[src/rtl/address_zone_table_macros.svh]
// ---------------------------------------------------------------------------
// Assertion macros used by the zone table controller.
// ---------------------------------------------------------------------------
`ifndef ADDRESS_ZONE_TABLE_MACROS_SVH
`define ADDRESS_ZONE_TABLE_MACROS_SVH

// The property must hold at every clock edge outside reset.
`define AZT_ASSERT(label, clk, rst_n, prop, msg) \
  label: assert property (@(posedge clk) disable iff (!rst_n) (prop)) else $error(msg);

// The consequent must hold in the cycle after the antecedent.
`define AZT_ASSERT_NEXT(label, clk, rst_n, ante, cons, msg) \
  label: assert property (@(posedge clk) disable iff (!rst_n) (ante) |=> (cons)) \
    else $error(msg);

`endif

[src/rtl/azt_pkg.sv]
// ---------------------------------------------------------------------------
// azt_pkg
// Types and constants of the address zone table.
// ---------------------------------------------------------------------------
package azt_pkg;

  typedef enum logic [2:0] {
    ACT_ADD    = 3'd0,
    ACT_DELETE = 3'd1,
    ACT_CLEAR  = 3'd2,
    ACT_AROUND = 3'd3,
    ACT_LOOKUP = 3'd4
  } action_t;

  // All-ones address; the around trackers read it as unset.
  localparam logic [63:0] ADDR_UNSET = 64'hFFFF_FFFF_FFFF_FFFF;

  // Commands from the controller to the datapath.
  typedef struct packed {
    logic start;     // capture the transaction and clear the trackers
    logic scan;      // examine the entry read in the previous cycle
    logic rd_en;     // read the entry at the scan index
    logic shift;     // move the entry read into the slot before it
    logic append;    // write a new zone at the end
    logic widen;     // write widened bounds of the matched entry
    logic clear;     // empty the table
    logic del_done;  // drop one from the count
    logic finish;    // load the result register
  } azt_cmd_t;

  // Status from the datapath to the controller.
  typedef struct packed {
    logic match;     // the entry examined holds the key
    logic last;      // scan index reached the count
    logic full;      // table is full
  } azt_sts_t;

endpackage

[src/rtl/azt_ctrl.sv]
// ---------------------------------------------------------------------------
// azt_ctrl
// Sequencer for the table operations.
// ---------------------------------------------------------------------------
`include "address_zone_table_macros.svh"
module azt_ctrl (
  input  logic               clk,
  input  logic               rst_n,
  input  logic               in_valid,
  output logic               in_stall,
  input  logic [2:0]         in_action,
  input  logic               out_valid,
  input  logic               out_stall,
  output logic               load_out,
  input  azt_pkg::azt_sts_t  sts,
  output azt_pkg::azt_cmd_t  cmd
);
  import azt_pkg::*;

  typedef enum logic [5:0] {
    S_IDLE  = 6'b000001,
    S_SCAN  = 6'b000010,
    S_DEL   = 6'b000100,
    S_SHIFT = 6'b001000,
    S_WRITE = 6'b010000,
    S_DONE  = 6'b100000
  } state_t;

  state_t state_r, state_nxt;
  logic [2:0] act_r;
  logic       vld_r;   // a read was issued last cycle
  logic       vld_nxt;
  logic       hit_r, hit_nxt;

  // The output register is free when empty or being drained.
  logic out_free;
  assign out_free = !out_valid || !out_stall;
  assign in_stall = (state_r != S_IDLE);

  always_comb begin
    cmd = '0;
    state_nxt = state_r;
    vld_nxt = 1'b0;
    hit_nxt = hit_r;
    load_out = 1'b0;
    unique case (state_r)
      S_IDLE: begin
        if (in_valid) begin
          cmd.start = 1'b1;
          hit_nxt = 1'b0;
          if (in_action == ACT_CLEAR) cmd.clear = 1'b1;
          state_nxt = S_SCAN;
        end
      end
      S_SCAN: begin
        if (vld_r) cmd.scan = 1'b1;
        if (vld_r && sts.match && act_r != ACT_AROUND) hit_nxt = 1'b1;
        if (vld_r && sts.match && act_r == ACT_DELETE && !hit_r) begin
          state_nxt = S_DEL;
        end else if (!sts.last && act_r != ACT_CLEAR && act_r <= ACT_LOOKUP) begin
          cmd.rd_en = 1'b1;
          vld_nxt = 1'b1;
        end else if (!vld_r) begin
          state_nxt = (act_r == ACT_ADD) ? S_WRITE : S_DONE;
        end
      end
      S_DEL: begin
        if (vld_r) cmd.shift = 1'b1;
        if (!sts.last) begin
          cmd.rd_en = 1'b1;
          vld_nxt = 1'b1;
        end else if (!vld_r) begin
          cmd.del_done = 1'b1;
          state_nxt = S_DONE;
        end
      end
      S_WRITE: begin
        if (hit_r) cmd.widen = 1'b1;
        else if (!sts.full) cmd.append = 1'b1;
        state_nxt = S_SHIFT;
      end
      S_SHIFT: begin
        state_nxt = S_DONE;
      end
      S_DONE: begin
        if (out_free) begin
          cmd.finish = 1'b1;
          load_out = 1'b1;
          state_nxt = S_IDLE;
        end
      end
      default: state_nxt = S_IDLE;
    endcase
  end

  always_ff @(posedge clk) begin
    if (!rst_n) begin
      state_r <= S_IDLE;
      vld_r <= 1'b0;
      hit_r <= 1'b0;
    end else begin
      state_r <= state_nxt;
      vld_r <= vld_nxt;
      hit_r <= hit_nxt;
    end
  end

  always_ff @(posedge clk) begin
    if (cmd.start) act_r <= in_action;
  end

  `AZT_ASSERT(a_onehot, clk, rst_n, $onehot(state_r), "state is not one-hot")
  `AZT_ASSERT(a_one_write, clk, rst_n, $onehot0({cmd.shift, cmd.append, cmd.widen}),
    "two memory writes at once")
  `AZT_ASSERT_NEXT(a_start_busy, clk, rst_n, cmd.start, in_stall, "not busy after start")

endmodule

[config.mk]
export PLATFORM = sky130hd
export DESIGN_NAME = azt_ctrl
export DESIGN_NICKNAME = d
export VERILOG_FILES = /design/src/rtl/azt_pkg.sv /design/src/rtl/azt_ctrl.sv
export VERILOG_INCLUDE_DIRS = /design/src /design/src/rtl
export SDC_FILE = /design/constraint.sdc
export NUM_CORES = 1
export LEC_CHECK = 0
export BUFFER_PORTS_ARGS = -buffer_cell sky130_fd_sc_hd__buf_2
export CORE_AREA = 2 2 48 50
export DETAILED_ROUTE_END_ITERATION = 8
export DIE_AREA = 0 0 50 52
export SKIP_LAST_GASP = 1
export SYNTH_ARGS = -nofsm -noshare
export SYNTH_HDL_FRONTEND = slang
export SYNTH_SLANG_ARGS = --single-unit
[constraint.sdc]
create_clock -name clk -period 1.8 [get_ports clk]
set_input_delay 0.27 -clock clk [delete_from_list [all_inputs] [get_ports clk]]
set_output_delay 0.27 -clock clk [all_outputs]
set_load 0.01 [all_outputs]
# ---- Word level (Yosys, flattened, before mapping)
# Cells that the tools add are included.
dict set report classes {
  n_lt_le_gt_ge 1
  eq_ne 18
  n_mux 33
  reduce_logical 15
}
# op count
set op_table {}
lappend op_table {{6-bit two-way mux} 8}
lappend op_table {{6-bit one-hot mux with 6 select lines} 1}
lappend op_table {{1-bit two-way mux} 21}
lappend op_table {{2-bit != test (second input constant)} 5}
lappend op_table {{6-bit by 1-bit == test with 1-bit output (second input constant)} 1}
lappend op_table {{6-bit by 2-bit == test with 1-bit output (second input constant)} 1}
lappend op_table {{6-bit by 3-bit == test with 1-bit output (second input constant)} 1}
lappend op_table {{6-bit by 4-bit == test with 1-bit output (second input constant)} 1}
lappend op_table {{6-bit by 5-bit == test with 1-bit output (second input constant)} 1}
lappend op_table {{6-bit == test (second input constant)} 1}
lappend op_table {{1-bit logical AND} 6}
lappend op_table {{3-bit by 2-bit != test with 1-bit output (second input constant)} 2}
lappend op_table {{3-bit != test (second input constant)} 2}
lappend op_table {{6-bit by 1-bit != test with 1-bit output (second input constant)} 1}
lappend op_table {{6-bit AND reduction} 1}
lappend op_table {{1-bit zero test} 4}
lappend op_table {{1-bit one-hot mux with 2 select lines} 2}
lappend op_table {{3-bit by 1-bit == test with 1-bit output (second input constant)} 1}
lappend op_table {{3-bit by 2-bit == test with 1-bit output (second input constant)} 1}
lappend op_table {{3-bit <= comparator (second input constant)} 1}
lappend op_table {{3-bit zero test} 1}
lappend op_table {{3-bit AND reduction} 1}
lappend op_table {{2-bit two-way mux} 1}
lappend op_table {{2-bit nonzero test} 1}
lappend op_table {{1-bit logical OR} 1}
dict set report totals {
  register_bits 11
  inputBits 11
  output_inout_bits 11
}

# ---- Logic depth before layout (Yosys ltp)
dict set report logic_depth {
  word_depth 6
  ltp_mapped 5
  depth_no_buf 5
}

# ---- Worst setup path before layout
# Ideal clock, no wire load.
dict set report synth_timing {
  path_kind {reg-to-output}
  start {register state_r[2]}
  end {output port cmd[2] (netlist name)}
  arrival_ns 1.435
  required_ns 1.530
  slack_ns 0.095
  path_stages_with_launch 5
  path_cell_list {dfxtp_1 > nor4_4 > and3b_1 > and2_1 > and3_1}
}
# item line_no
set synth_lines {}
lappend synth_lines {{start: declaration} azt_ctrl.sv:29} ;# state_t state_r, state_nxt;
lappend synth_lines {{start signal: assignment} azt_ctrl.sv:102} ;# state_r <= state_nxt;
lappend synth_lines {{end: declaration} azt_ctrl.sv:16} ;# output azt_pkg::azt_cmd_t cmd

==> metrics.cfg <==
[synthesis]
synth.avg_cell_area_um2=9.69
synth_area_um2=678
synthSimpleGateAreaFrac=0.380
yosys.area.top_type=dfxtp_1
ys_ff_latch=11
synth-xor-area-share=0
async_flop_share=0
synthTopCellsByArea=dfxtp_1, edfxtp_1, o2111ai_4, nor2_1, nor4_4
synth_edf_count=3
synth_compound_area_frac=0.201
yosys_most_used_dff=dfxtp_1
synth_mux_area_frac=0
synth_adder_area_share=0
synth_nets=81
ys_warn_count=0
netlist_instances=70
yosysSeqAreaShare=0.369
synth_top_family_by_area=simple AND/OR/NAND/NOR gates
synth.distinct_cells=36
synth_top_cell_area_share=0.236

[timing]
finalSetupViolations=2
maxSlewViolCount=0
fin_tns_setup_ps=-117
finalCritPeriodShare=1.06
fin_crit_ps=1900
tightest_slew_ps=343
skew_ps=2.53
worst_slack_ps=-102
final-hold-violation-count=0
fmax_mhz=526
grt_setup_unrepaired=yes
hold_slack_ps=182
slew_headroom=0.770

[final_layout]
drive_gt1_frac=0.549
multi_input_area_um2=427
instances_no_fill=130
n_antenna_cell=0
regArea_um2=260
fill_cells=201
final_common_cell=buf_2
final_cell_mix=buf_2, buf_4, nor2_1
num-nets-final=114
syn2layout_area_growth_pct=38.7

[critical_path]
startpoint_type=register
path_delay_family=simple AND/OR/NAND/NOR gates
cp_max_fo=2
worstPathCellList=or4b_4, o211ai_4, o22ai_2, buf_2
path_class=register to output pin
arrival_ps=1630
critPathMaxStageDelay_ps=550
crit_path_top_delay_cell=or4b_4
critical_path_required_ps=1530
endpoint_kind=output pin
cp_num_buf_inv=1

[floorplanning]
die_w_um=50
core.rowCount=17
initial_core_util=0.322
dieArea_um2=2600
core_area_um2=2110
die_y_um=52
io-pin-count=22

[place]
place.gp.congestion=0.871
dp_hpwl_mm=1.18
io_buffers=21
place_inst=121

[global_routing]
grt_pass1_vias=613
grt_pass1_wl_mm=2.47
grtUsageTotal=0.130
gr-total-overflow=0
grt_start_max_net_pins=8
antenna_found_initial=0

[route]
wl_per_cell_um=11.6
routed_wirelength_mm=1.51
final_antenna_net_count=0
drt-pass1-iter-count=4
drc_errors=0
drt_iter0_markers=3
vias=657
routed_via_density=5.05

[clock_network]
clock_sinks=11
clk_pin_slew_ps=70
cts_hold_buf=0
cts_buffer_depth=2
ctsHtreeMaxLevel=1
worstSkewPairLatency_ps=270
root_buffer=clkbuf_4
numCtsBuffers=3
cts_tree=built

[run_status]
violations=setup timing
outcome=finished with violations

[hold_path]
hold_class=input port to register

[power]
p_leak_nw=0.407
vdd_ir_drop_max_mv=0.483
power_per_cell_area_nw_per_um2=757

[job]
maxCapViolations=0

cells by family (layout without fill, tap and decap cells):
kind of cell           after synthesis  count (layout)
AO/OA/AOI/OAI                       14              14
flip-flops                          11              11
buffers and inverters                7              39
AND/OR/NAND/NOR                     38              38
cells in the mapped netlist, types with 2 or more instances:
library cell	count
o21ai_0	2
a21oi_1	2
and3_1	3
nor2b_1	2
buf_4	2
nor3_1	3
nand2_1	4
inv_1	5
edfxtp_1	3
dfxtp_1	8
and2_1	3
nand3_1	2
nand4_1	2
nor2_1	6
and2b_2	2
state kept, by name, indices dropped and copies added, names as in the netlist:
| name | count |
|---|---|
| state_r | 6 |
| vld_r | 1 |
| act_r | 3 |
| hit_r | 1 |
worst paths after layout:
| kind | startpoint | endpoint | slack [ps] | cells past startpoint |
|---|---|---|---|---|
| min reg2reg | hit_r$_SDFFE_PN0P_ | hit_r$_SDFFE_PN0P_ | 650 | 3 |
| max reg2reg | act_r[2]$_DFFE_PP_ | state_r[4]$_SDFFE_PN0P_ | 30 | 5 |
| min | in_action[1] | act_r[1]$_DFFE_PP_ | 180 | 1 |
| max | act_r[2]$_DFFE_PP_ | cmd[6] | -100 | 4 |
through the flow:
stage | utilization | setup WS [ps] | power, mW | area (um^2)
after floorplan | - | 94.9 | 0.430 | 678
after global placement | 0.396 | 126 | 0.509 | 833
after detailed placement | 0.396 | 101 | 0.508 | 833
after CTS | 0.434 | -115 | 0.695 | 915
after global routing | 0.447 | -155 | 0.760 | 941
final | 0.447 | -102 | 0.712 | 941
layer usage:
metal	share of wire	GRT usage	vias up	routed length, um
met1	0.40	0.144	307	609
met5	0	0	-	0
met4	0.021	0.0833	0	31
met3	0.070	0.0632	4	105
li1	-	-	324	-
met2	0.50	0.200	22	760
cell type report:
cell class | count | share of cell area
inverters | 5 | 0.0199
well taps | 28 | 0.0372
multi-input cells | 52 | 0.453
clock buffers | 3 | 0.0239
clock inverters | 1 | 0.00532
repair buffers | 30 | 0.184
flip-flops and latches | 11 | 0.277
power by group:
part / switching (mW) / internal, mW
Sequential: 0.0265 / 0.277
Clock: 0.0900 / 0.0824
Combinational: 0.111 / 0.126
Total: 0.227 / 0.485
what timing repair did:
| action | 4_1_cts | 5_1_grt |
|---|---|---|
| endpoints found under the setup margin | 5 | 8 |
| cloned | 0 | 0 |
| resized for setup | 8 | 6 |
| setup buffers | 4 | 1 |
| pin swaps | 5 | 4 |
(Power assumes the default switching activity.)
